File: src/rtl/owpw_pkg.sv
`timescale 1ns / 1ps
// ----------------------------------------------------------------------------
// owpw_pkg
// Shared types and constants of the one-wire pulse-width command transmitter.
// ----------------------------------------------------------------------------
package owpw_pkg;

   localparam int CMD_BITS_DEF = 8;

   localparam int CSR_IDX_W  = 2;
   localparam int CSR_DATA_W = 16;

   localparam logic [CSR_IDX_W-1:0] CSR_MUTE_MODE  = 2'd0;
   localparam logic [CSR_IDX_W-1:0] CSR_UNIT_TICKS = 2'd1;

   localparam logic [15:0] UNIT_TICKS_RST = 16'd500;

   typedef struct packed {
      logic       action;
      logic [7:0] cmd_code;
      logic       busy_in;
   } req_type;

   typedef struct packed {
      logic data_line;
      logic idle;
      logic req_rejected;
   } rsp_type;

   typedef struct packed {
      logic        mute_mode;
      logic [15:0] unit_ticks;
   } cfg_type;

endpackage

File: src/rtl/owpw_seq.sv
`timescale 1ns / 1ps
// ----------------------------------------------------------------------------
// owpw_seq
// Transfer sequencer: request latch, busy wait, sync header and bit cells.
// Advances one tick per accepted request and presents that tick's result.
// ----------------------------------------------------------------------------
module owpw_seq #(
   parameter int CMD_BITS = owpw_pkg::CMD_BITS_DEF
) (
   input  logic              clock,
   input  logic              reset,
   input  logic              step,
   input  owpw_pkg::req_type req,
   input  owpw_pkg::cfg_type cfg,
   output owpw_pkg::rsp_type rsp
);
   import owpw_pkg::*;

   localparam int BW = $clog2(CMD_BITS + 1);

   localparam logic [2:0] PH_IDLE    = 3'd0;
   localparam logic [2:0] PH_WAIT    = 3'd1;
   localparam logic [2:0] PH_SYNC_HI = 3'd2;
   localparam logic [2:0] PH_SYNC_LO = 3'd3;
   localparam logic [2:0] PH_BIT_HI  = 3'd4;
   localparam logic [2:0] PH_BIT_LO  = 3'd5;

   localparam logic [4:0] SYNC_HI_UNITS = 5'd16;
   localparam logic [4:0] SYNC_LO_UNITS = 5'd2;
   localparam logic [4:0] LONG_UNITS    = 5'd3;
   localparam logic [4:0] SHORT_UNITS   = 5'd1;

   logic [2:0]          phase_ff, phase_in;
   logic [CMD_BITS-1:0] shift_ff, shift_in;
   logic [BW-1:0]       bits_ff, bits_in;
   logic [15:0]         tick_ff, tick_in;
   logic [4:0]          unit_ff, unit_in;
   logic                line_ff, line_in;

   logic [15:0] limit;
   logic [4:0]  seg_units;
   logic [BW-1:0] bits_dec;
   logic        rejected;
   logic        level;

   assign limit = (cfg.unit_ticks == 16'd0) ? 16'd1 : cfg.unit_ticks;

   always_comb begin
      phase_in  = phase_ff;
      shift_in  = shift_ff;
      bits_in   = bits_ff;
      tick_in   = tick_ff;
      unit_in   = unit_ff;
      line_in   = line_ff;
      rejected  = 1'b0;
      seg_units = SHORT_UNITS;
      bits_dec  = bits_ff;

      // new request
      if (req.action) begin
         if (phase_ff == PH_IDLE) begin
            if (!cfg.mute_mode) begin
               shift_in = CMD_BITS'(req.cmd_code);
               bits_in  = BW'(CMD_BITS);
               phase_in = PH_WAIT;
               line_in  = 1'b0;
               tick_in  = 16'd0;
               unit_in  = 5'd0;
            end
         end else begin
            rejected = 1'b1;
         end
      end

      if (phase_in == PH_WAIT && !req.busy_in) begin
         phase_in = PH_SYNC_HI;
         line_in  = 1'b1;
         tick_in  = 16'd0;
         unit_in  = 5'd0;
      end

      level = line_in;

      unique case (phase_in)
         PH_SYNC_HI: seg_units = SYNC_HI_UNITS;
         PH_SYNC_LO: seg_units = SYNC_LO_UNITS;
         PH_BIT_HI:  seg_units = shift_in[CMD_BITS-1] ? LONG_UNITS : SHORT_UNITS;
         PH_BIT_LO:  seg_units = shift_in[CMD_BITS-1] ? SHORT_UNITS : LONG_UNITS;
         default:    seg_units = SHORT_UNITS;
      endcase

      if (phase_in >= PH_SYNC_HI && phase_in <= PH_BIT_LO) begin
         tick_in = tick_in + 16'd1;
         if (tick_in >= limit) begin
            tick_in = 16'd0;
            unit_in = unit_in + 5'd1;
            if (unit_in >= seg_units) begin
               tick_in = 16'd0;
               unit_in = 5'd0;
               unique case (phase_in)
                  PH_SYNC_HI: begin
                     phase_in = PH_SYNC_LO;
                     line_in  = 1'b0;
                  end
                  PH_SYNC_LO: begin
                     phase_in = PH_BIT_HI;
                     line_in  = 1'b1;
                  end
                  PH_BIT_HI: begin
                     phase_in = PH_BIT_LO;
                     line_in  = 1'b0;
                  end
                  default: begin
                     shift_in = shift_in << 1;
                     bits_dec = (bits_in != '0) ? bits_in - BW'(1) : '0;
                     bits_in  = bits_dec;
                     if (bits_dec != '0) begin
                        phase_in = PH_BIT_HI;
                        line_in  = 1'b1;
                     end else begin
                        phase_in = PH_IDLE;
                        line_in  = 1'b0;
                     end
                  end
               endcase
            end
         end
      end

      rsp.data_line    = level;
      rsp.idle         = (phase_in == PH_IDLE);
      rsp.req_rejected = rejected;
   end

   always_ff @(posedge clock) begin
      if (reset) begin
         phase_ff <= PH_IDLE;
         shift_ff <= '0;
         bits_ff  <= '0;
         tick_ff  <= 16'd0;
         unit_ff  <= 5'd0;
         line_ff  <= 1'b0;
      end else if (step) begin
         phase_ff <= phase_in;
         shift_ff <= shift_in;
         bits_ff  <= bits_in;
         tick_ff  <= tick_in;
         unit_ff  <= unit_in;
         line_ff  <= line_in;
      end
   end

endmodule

File: src/rtl/one_wire_pulse_width_cmd_tx_unit.sv
`timescale 1ns / 1ps
// ----------------------------------------------------------------------------
// one_wire_pulse_width_cmd_tx_unit
// Sends a command byte to a sound module as high/low pulse widths on one line.
// ----------------------------------------------------------------------------
// Each request is one tick of the timing base and yields exactly one response
// in the cycle after it is accepted, from an output register. A new request is taken every
// cycle while the response register is empty or being drained, so the block
// sustains one request per cycle; only rsp_ready backpressure stalls it.
// A play request taken while idle and not muted waits for busy_in low, then
// sends a 16-unit high / 2-unit low header and CMD_BITS data bits MSB first
// (one: 3 high, 1 low; zero: 1 high, 3 low), one unit being unit_ticks ticks (zero counts as one).
// Configuration writes complete in the cycle they are presented.
// ----------------------------------------------------------------------------
module one_wire_pulse_width_cmd_tx_unit #(
   parameter int CMD_BITS = owpw_pkg::CMD_BITS_DEF
) (
   input  logic                              clock,
   input  logic                              reset,
   input  logic                              req_valid,
   output logic                              req_ready,
   input  owpw_pkg::req_type                 req_data,
   output logic                              rsp_valid,
   input  logic                              rsp_ready,
   output owpw_pkg::rsp_type                 rsp_data,
   input  logic                              csr_valid,
   output logic                              csr_ready,
   input  logic [owpw_pkg::CSR_IDX_W-1:0]    csr_index,
   input  logic [owpw_pkg::CSR_DATA_W-1:0]   csr_wdata
);
   import owpw_pkg::*;

   cfg_type cfg_ff, cfg_in;
   logic    rsp_valid_ff, rsp_valid_in;
   rsp_type rsp_data_ff;
   rsp_type rsp_next;
   logic    accept;

   assign csr_ready = 1'b1;
   assign req_ready = !rsp_valid_ff || rsp_ready;
   assign accept    = req_valid && req_ready;

   always_comb begin
      cfg_in = cfg_ff;
      if (csr_valid) begin
         unique case (csr_index)
            CSR_MUTE_MODE:  cfg_in.mute_mode  = csr_wdata[0];
            CSR_UNIT_TICKS: cfg_in.unit_ticks = csr_wdata[15:0];
            default:        cfg_in = cfg_ff;
         endcase
      end
   end

   owpw_seq #(
      .CMD_BITS(CMD_BITS)
   ) u_seq (
      .clock(clock),
      .reset(reset),
      .step (accept),
      .req  (req_data),
      .cfg  (cfg_ff),
      .rsp  (rsp_next)
   );

   assign rsp_valid_in = accept || (rsp_valid_ff && !rsp_ready);

   always_ff @(posedge clock) begin
      if (reset) begin
         cfg_ff.mute_mode  <= 1'b0;
         cfg_ff.unit_ticks <= UNIT_TICKS_RST;
         rsp_valid_ff      <= 1'b0;
      end else begin
         cfg_ff       <= cfg_in;
         rsp_valid_ff <= rsp_valid_in;
      end
   end

   always_ff @(posedge clock) begin
      if (accept) begin
         rsp_data_ff <= rsp_next;
      end
   end

   assign rsp_valid = rsp_valid_ff;
   assign rsp_data  = rsp_data_ff;

endmodule

File: config.mk
export PLATFORM = sky130hd
export DESIGN_NAME = one_wire_pulse_width_cmd_tx_unit
export DESIGN_NICKNAME = d
export VERILOG_FILES = /design/src/rtl/owpw_pkg.sv /design/src/rtl/owpw_seq.sv /design/src/rtl/one_wire_pulse_width_cmd_tx_unit.sv
export SDC_FILE = /design/constraint.sdc
export NUM_CORES = 1
export LEC_CHECK = 0
export ABC_CLOCK_PERIOD_IN_PS = 5300
export BUFFER_PORTS_ARGS = -buffer_cell sky130_fd_sc_hd__buf_2
export CAP_MARGIN = 20
export CORE_ASPECT_RATIO = 0.5
export CORE_UTILIZATION = 44
export DETAILED_ROUTE_END_ITERATION = 7
export PLACE_DENSITY = 0.63
export SLEW_MARGIN = 20
export SYNTH_ARGS = -nofsm -noshare
export SYNTH_HDL_FRONTEND = slang
export SYNTH_SLANG_ARGS = --single-unit
File: constraint.sdc
create_clock -name clock -period 5.3 [get_ports clock]
set_input_delay 0.795 -clock clock [delete_from_list [all_inputs] [get_ports clock]]
set_output_delay 0.795 -clock clock [all_outputs]
set_load 0.05 [all_outputs]
# --- Word-level counts from Yosys, hierarchy flattened ---
# Index checks and enable logic that the tools add are counted.
totals:
  elab_cells: 95
  out_inout_bits: 6
  ff_bits: 58
  input_bits: 33
classes:
  mux: 51
  n_lt_le_gt_ge: 4
  eq_ne: 6
  add_sub_neg: 3
  n_reduce_logical: 19
ops:
  columns: ["op", "count"]
  rows:
  - ["$mux 16", 7]
  - ["$mux 8", 7]
  - ["$mux 5", 7]
  - ["$mux 4", 8]
  - ["$mux 3", 8]
  - ["$pmux 5 s4", 1]
  - ["$add 16x1->16 const B", 1]
  - ["$ge 16x16->1", 1]
  - ["$logic_not 16->1", 1]
  - ["$mux 1", 9]
  - ["$pmux 3 s3", 1]
  - ["$reduce_bool 4->1", 2]
  - ["$eq 3x2->1 const B", 2]
  - ["$eq 3x3->1 const B", 2]
  - ["$logic_not 3->1", 2]
  - ["$add 5x1->5 const B", 1]
  - ["$ge 5x5->1", 1]
  - ["$logic_and 1x1->1", 4]
  - ["$mux 2", 2]
  - ["$reduce_and 2->1", 2]
  - ["$sub 4x1->4 const B", 1]
  - ["$eq 3x1->1 const B", 1]
  - ["$ge 3x2->1 const B", 1]
  - ["$le 3x3->1 const B", 1]
  - ["other kinds (7)", 10]

# --- Logic depth before layout (Yosys ltp) ---
logic_depth:
  ltp_word: 13
  depth_mapped: 21
  depth_no_buf: 18

# --- Cells and area by module ---
# From an unflattened synthesis, not the netlist that was laid out.
hier_totals:
  cells_unflattened: 468
  hier_area_um2: 3753.6
by_module_without_submodules:
  columns: ["mod", "seq_area_each_um2", "area_each_um2", "n_inst", "cells_per_inst"]
  rows:
  - ["owpw_seq", 740.7, 2864.0, 1, 384]
  - ["one_wire_pulse_width_cmd_tx_unit", 450.4, 889.6, 1, 84]

# --- Worst setup path before layout ---
# No wires, ideal clock.
synth_path:
  path_type: "input-to-reg"
  from: "in req_data[9] in the netlist's numbering"
  to: "reg rsp_data_ff, in the netlist rsp_data[1], data pin"
  required_time_ps: 5039
  setup_slack_ps: 580
  cell_stages: 19
  setup_ps: 261
  arrival_ps: 4459
  path_buffers: 2
  path_cell_list: "nor4b_4 -> a21oi_2 -> clkbuf_1 -> and2_1 -> ha_1 -> nand4_1 -> a2111oi_2 -> nand4_2 -> nor2_1 -> xnor2_1 -> ha_1 -> o2111ai_1 -> a311oi_1 -> nor2_1 -> a21oi_1 -> clkbuf_1 -> a21oi_1 -> a311oi_1 -> nor3_1"
synth_rtl:
  columns: ["item", "line", "text"]
  rows:
  - ["from (decl)", "one_wire_pulse_width_cmd_tx_unit.sv:22", "input owpw_pkg::req_type req_data,"]
  - ["to (signal assigned)", "one_wire_pulse_width_cmd_tx_unit.sv:80", "rsp_data_ff <= rsp_next;"]
  - ["to (decl)", "one_wire_pulse_width_cmd_tx_unit.sv:35", "rsp_type rsp_data_ff;"]

# --- Final worst setup path ---
layout_path:
  from: "reg u_seq.phase_ff[0]"
  to: "reg u_seq.tick_ff[11]"
layout_between:
  elab_chain_len: 10
  elab_cells_between_ends: 17
  classes_between: "add/sub (1); order compare (3); eq/ne (1); mux (9); reduce/logical (3)"
layout_lines:
  columns: ["item", "line", "text"]
  rows:
  - ["from (decl)", "owpw_seq.sv:33", "logic [2:0] phase_ff, phase_in;"]
  - ["from (signal assigned)", "owpw_seq.sv:144", "phase_ff <= phase_in;"]
  - ["$logic_not 3->1 or $mux 3 (tied branches)", "owpw_seq.sv:61, owpw_seq.sv:62", null]
  - ["$mux 3", "owpw_seq.sv:61", "if (phase_ff == PH_IDLE) begin"]
  - ["$mux 3", "owpw_seq.sv:60", "if (req.action) begin"]
  - ["$eq 3x1->1", "owpw_seq.sv:75", "if (phase_in == PH_WAIT && !req.busy_in) begin"]
  - ["$logic_and 1x1->1", "owpw_seq.sv:75", null]
  - ["$mux 16", "owpw_seq.sv:75", null]
  - ["$add 16x1->16", "owpw_seq.sv:93", "tick_in = tick_in + 16'd1;"]
  - ["$ge 16x16->1", "owpw_seq.sv:94", "if (tick_in >= limit) begin"]
  - ["$mux 16", "owpw_seq.sv:94", null]
  - ["$mux 16 *", "owpw_seq.sv:92", "if (phase_in >= PH_SYNC_HI && phase_in <= PH_BIT_LO) begin"]
  - ["to (signal assigned)", "owpw_seq.sv:147", "tick_ff <= tick_in;"]
  - ["to (decl)", "owpw_seq.sv:36", "logic [15:0] tick_ff, tick_in;"]
# Every way passes the cells marked *; elsewhere a longest branch is shown, timed or not.
# A chain may end at the register's enable or synchronous reset.

==> reports/qor.json <==
{
  "result_of_the_run": {"value": "complete, no violations"},
  "synthDominantAreaCellType": {"value": "sky130_fd_sc_hd__dfxtp_1"},
  "detail_route.drc_violations": {"value": 0},
  "die_span_in_y": {"value": 67.2, "unit": "um"},
  "worst_supply_voltage_drop_on_vdd": {"value": 0.000158, "unit": "V"},
  "cts.reportedPaths.clkPinSlew": {"value": 0.05, "unit": "ns"},
  "ys_seq_area_share": {"value": 31.9, "unit": "%"},
  "design.core.area": {"value": 8120, "unit": "um2"},
  "number_of_global_route_vias_before_repair": {"value": 3217},
  "avgSynthCellArea": {"value": 7.74, "unit": "um2"},
  "post_cts_resize_count": {"value": 0},
  "startpoint_type": {"value": "register"},
  "total_routing_usage_gr": {"value": 22.4, "unit": "%"},
  "total_leakage_power": {"value": 1.68, "unit": "nW"},
  "synth_warnings": {"value": 0},
  "cts-htree-levels": {"value": 3},
  "post_cts_buffers": {"value": 0},
  "final_cell_count_no_fill": {"value": 630},
  "finalHoldViolCount": {"value": 0},
  "synth-async-reset-ratio": {"value": 0, "unit": "%"},
  "clock_latency": {"value": 0.33, "unit": "ns"},
  "worst_pin_slew": {"value": 0.967, "unit": "ns"},
  "cts_inserted_buffers": {"value": 9},
  "tritoncts": {"value": "yes"},
  "antenna_cells_inserted": {"value": 0},
  "io_buffer_count": {"value": 37},
  "pwr_density_cell": {"value": 297, "unit": "nW/um2"},
  "finalWeightedCongestion": {"value": 0.824},
  "timing.fmax": {"value": 213, "unit": "MHz"},
  "clock_sinks": {"value": 58},
  "std_cell_rows": {"value": 23},
  "fin_worst_skew": {"value": 0.00516, "unit": "ns"},
  "crit_required": {"value": 5.49, "unit": "ns"},
  "grt_first_pass_wirelength": {"value": 15.5, "unit": "mm"},
  "antenna_found_initial": {"value": 0},
  "number_of_nets_at_the_end_of_the_flow": {"value": 567},
  "worst_hold_slack": {"value": 0.454, "unit": "ns"},
  "post_synth_main_area_contributors": {"value": "sky130_fd_sc_hd__dfxtp_1, sky130_fd_sc_hd__nand2_1, sky130_fd_sc_hd__ha_1"},
  "yosysTopAreaCellShare": {"value": 29.5, "unit": "%"},
  "syn_std_cell_area": {"value": 3740, "unit": "um2"},
  "hpwl": {"value": 6.23, "unit": "mm"},
  "detail_route.wl_per_cell": {"value": 14.4, "unit": "um"},
  "drive_above_1_share": {"value": 15.1, "unit": "%"},
  "post_synth_num_cell_types": {"value": 66},
  "cts-root-buf": {"value": "sky130_fd_sc_hd__clkbuf_16"},
  "totalPowerFinal": {"value": 0.00128, "unit": "W"},
  "postRouteWirelength": {"value": 9.05, "unit": "mm"},
  "boundaryPins": {"value": 39},
  "finalSetupViolations": {"value": 0},
  "detailroute.via_count": {"value": 3500},
  "firstDrtPassIters": {"value": 5},
  "cap_viol_max_count": {"value": 0},
  "period_needed": {"value": 4.70, "unit": "ns"},
  "cts_max_path_buffers": {"value": 2},
  "grt_max_degree": {"value": 55},
  "drt.antenna.violating_nets": {"value": 0},
  "worst-endpoint-arrival": {"value": 4.89, "unit": "ns"},
  "start_util": {"value": 46.1, "unit": "%"},
  "drt_first_iter_violations": {"value": 207},
  "pre_cts_slack": {"value": 0.409, "unit": "ns"},
  "end_kind": {"value": "register"},
  "detail_route.vias_per_cell": {"value": 5.56},
  "synth_enable_flop_cells": {"value": 3},
  "finalSetupTns": {"value": 0, "unit": "ns"},
  "grt_setup_unrepaired": {"value": "false"},
  "flop_to_flop_setup_slack": {"value": 0.60, "unit": "ns"},
  "period_share": {"value": 88.8, "unit": "%"},
  "die_x": {"value": 132, "unit": "um"},
  "worst_hold_path_type": {"value": "reg2reg"},
  "worstPathMaxFanout": {"value": 15},
  "placed_cells_incl_taps": {"value": 614},
  "grt_overflow_total": {"value": 0},
  "area_delta_synth_final": {"value": 15.5, "unit": "%"},
  "critical_path_class": {"value": "reg2reg"},
  "syn_nets": {"value": 537},
  "timing_max_transition_violations_final": {"value": 0},
  "cts.hold.buffers_added": {"value": 0},
  "setup_ws": {"value": 0.596, "unit": "ns"},
  "die_area": {"value": 8890, "unit": "um2"},
  "timing.max_slew.rel_slack": {"value": 35.1, "unit": "%"},
  "synth_seq_cells": {"value": 58},
  "ys.flop_type": {"value": "sky130_fd_sc_hd__dfxtp_1"},
  "syn_inst": {"value": 483}
}
## cell usage in the layout, fill, tap and decap left out, types with 4 or more instances in the layout
cell,n
sky130_fd_sc_hd__nor2_1,48
sky130_fd_sc_hd__clkbuf_16,10
sky130_fd_sc_hd__xor2_1,6
sky130_fd_sc_hd__buf_4,9
sky130_fd_sc_hd__nor4_1,6
sky130_fd_sc_hd__nand4_1,7
sky130_fd_sc_hd__and2_1,5
sky130_fd_sc_hd__ha_1,21
sky130_fd_sc_hd__nand2b_1,6
sky130_fd_sc_hd__o211ai_1,4
sky130_fd_sc_hd__o21ai_0,18
sky130_fd_sc_hd__inv_1,22
sky130_fd_sc_hd__buf_2,37
sky130_fd_sc_hd__dfxtp_1,55
sky130_fd_sc_hd__a21oi_1,45
sky130_fd_sc_hd__a211o_1,7
sky130_fd_sc_hd__xnor2_1,5
sky130_fd_sc_hd__a311oi_1,5
sky130_fd_sc_hd__nand3_1,21
sky130_fd_sc_hd__or4_1,4
sky130_fd_sc_hd__a211oi_1,6
sky130_fd_sc_hd__a31oi_1,4
sky130_fd_sc_hd__a22oi_1,14
sky130_fd_sc_hd__nor3_1,9
sky130_fd_sc_hd__nand2_1,81
## cell type report
class	count	area, um2
Timing Repair Buffer	46	253
Inverter	23	86.3
Multi-Input combinational cell	375	2300
Fill cell	806	3800
Clock buffer	12	278
Clock inverter	4	70.1
Tap cell	112	140
Sequential cell	58	1190
## critical path, stage by stage (launching register included)
cell                        delay [ns]
sky130_fd_sc_hd__dfxtp_1          0.58
sky130_fd_sc_hd__inv_1            0.25
sky130_fd_sc_hd__a21oi_2          0.20
sky130_fd_sc_hd__and2_1           0.17
sky130_fd_sc_hd__ha_1             0.27
sky130_fd_sc_hd__nand4_1          0.15
sky130_fd_sc_hd__a2111oi_2        0.34
sky130_fd_sc_hd__nand4_2          0.24
sky130_fd_sc_hd__nor2_1           0.28
sky130_fd_sc_hd__xnor2_1          0.12
sky130_fd_sc_hd__ha_1             0.33
sky130_fd_sc_hd__o2111ai_1        0.11
sky130_fd_sc_hd__a311oi_1         0.28
sky130_fd_sc_hd__nor2_1           0.06
sky130_fd_sc_hd__a21oi_1          0.25
sky130_fd_sc_hd__buf_4            0.25
sky130_fd_sc_hd__nor2_1           0.09
sky130_fd_sc_hd__buf_4            0.19
sky130_fd_sc_hd__a221oi_1         0.31
sky130_fd_sc_hd__a211oi_1         0.09
## worst paths after layout
| path | start | to | depth (start not counted) |
|---|---|---|---|
| max | u_seq.phase_ff[0] | u_seq.tick_ff[11] | 19 |
| min | u_seq.shift_ff[5] | u_seq.shift_ff[5] | 2 |
| max reg2reg | u_seq.phase_ff[0] | u_seq.tick_ff[11] | 19 |
| min reg2reg | u_seq.shift_ff[5] | u_seq.shift_ff[5] | 2 |
## state kept, by name (all words and copies together) (netlist names)
register,count
u_seq.unit_ff,5
rsp_valid,1
u_seq.line_ff,1
u_seq.shift_ff,8
rsp_data,3
u_seq.bits_ff,4
u_seq.tick_ff,16
cfg_ff,17
u_seq.phase_ff,3
## synth_stat cells (4+ instances only)
| cell type | n |
|---|---|
| sky130_fd_sc_hd__a211o_1 | 7 |
| sky130_fd_sc_hd__a211oi_1 | 6 |
| sky130_fd_sc_hd__a21oi_1 | 45 |
| sky130_fd_sc_hd__a22oi_1 | 14 |
| sky130_fd_sc_hd__a311oi_1 | 5 |
| sky130_fd_sc_hd__a31oi_1 | 4 |
| sky130_fd_sc_hd__and2_1 | 5 |
| sky130_fd_sc_hd__buf_2 | 4 |
| sky130_fd_sc_hd__clkbuf_1 | 17 |
| sky130_fd_sc_hd__dfxtp_1 | 55 |
| sky130_fd_sc_hd__ha_1 | 21 |
| sky130_fd_sc_hd__inv_1 | 22 |
| sky130_fd_sc_hd__nand2_1 | 81 |
| sky130_fd_sc_hd__nand2b_1 | 6 |
| sky130_fd_sc_hd__nand3_1 | 21 |
| sky130_fd_sc_hd__nand4_1 | 7 |
| sky130_fd_sc_hd__nor2_1 | 48 |
| sky130_fd_sc_hd__nor3_1 | 9 |
| sky130_fd_sc_hd__nor4_1 | 6 |
| sky130_fd_sc_hd__o211ai_1 | 4 |
| sky130_fd_sc_hd__o21ai_0 | 19 |
| sky130_fd_sc_hd__or4_1 | 4 |
| sky130_fd_sc_hd__xnor2_1 | 5 |
| sky130_fd_sc_hd__xor2_1 | 6 |
## kinds of logic after synthesis
group | synth area share, %
muxes | 0.804
and+or+nand+nor | 27.7
adders and majority gates | 7.03
DFF | 31.9
xor gates and xnor gates | 2.58
AOI/OAI and AO/OA | 23.3
other | 0.100
buffers and inverters | 6.63
## per-layer routing
metal | global-route usage, % | up-vias | routed length, um
met5 | 0 | - | 0
met4 | 9.20 | 0 | 140
met3 | 6.16 | 15 | 504
met2 | 35.2 | 94 | 3750
met1 | 29.3 | 1587 | 4650
li1 | - | 1804 | -
## metrics by stage
| step | area, um2 | util, % |
|---|---|---|
| floorplan | 3740 | - |
| global placement | 3970 | 48.9 |
| detailed placement | 3970 | 48.9 |
| CTS | 4320 | 53.2 |
| global route | 4320 | 53.2 |
| finish | 4320 | 53.2 |
## power by group
part	internal [W]	total, W	switching, W
Sequential	0.000455	0.000466	0.0000109
Combinational	0.0000504	0.000150	0.0000993
Clock	0.000463	0.000667	0.000204
Total	0.000969	0.00128	0.000314
Power figures use the tool's default switching activity.
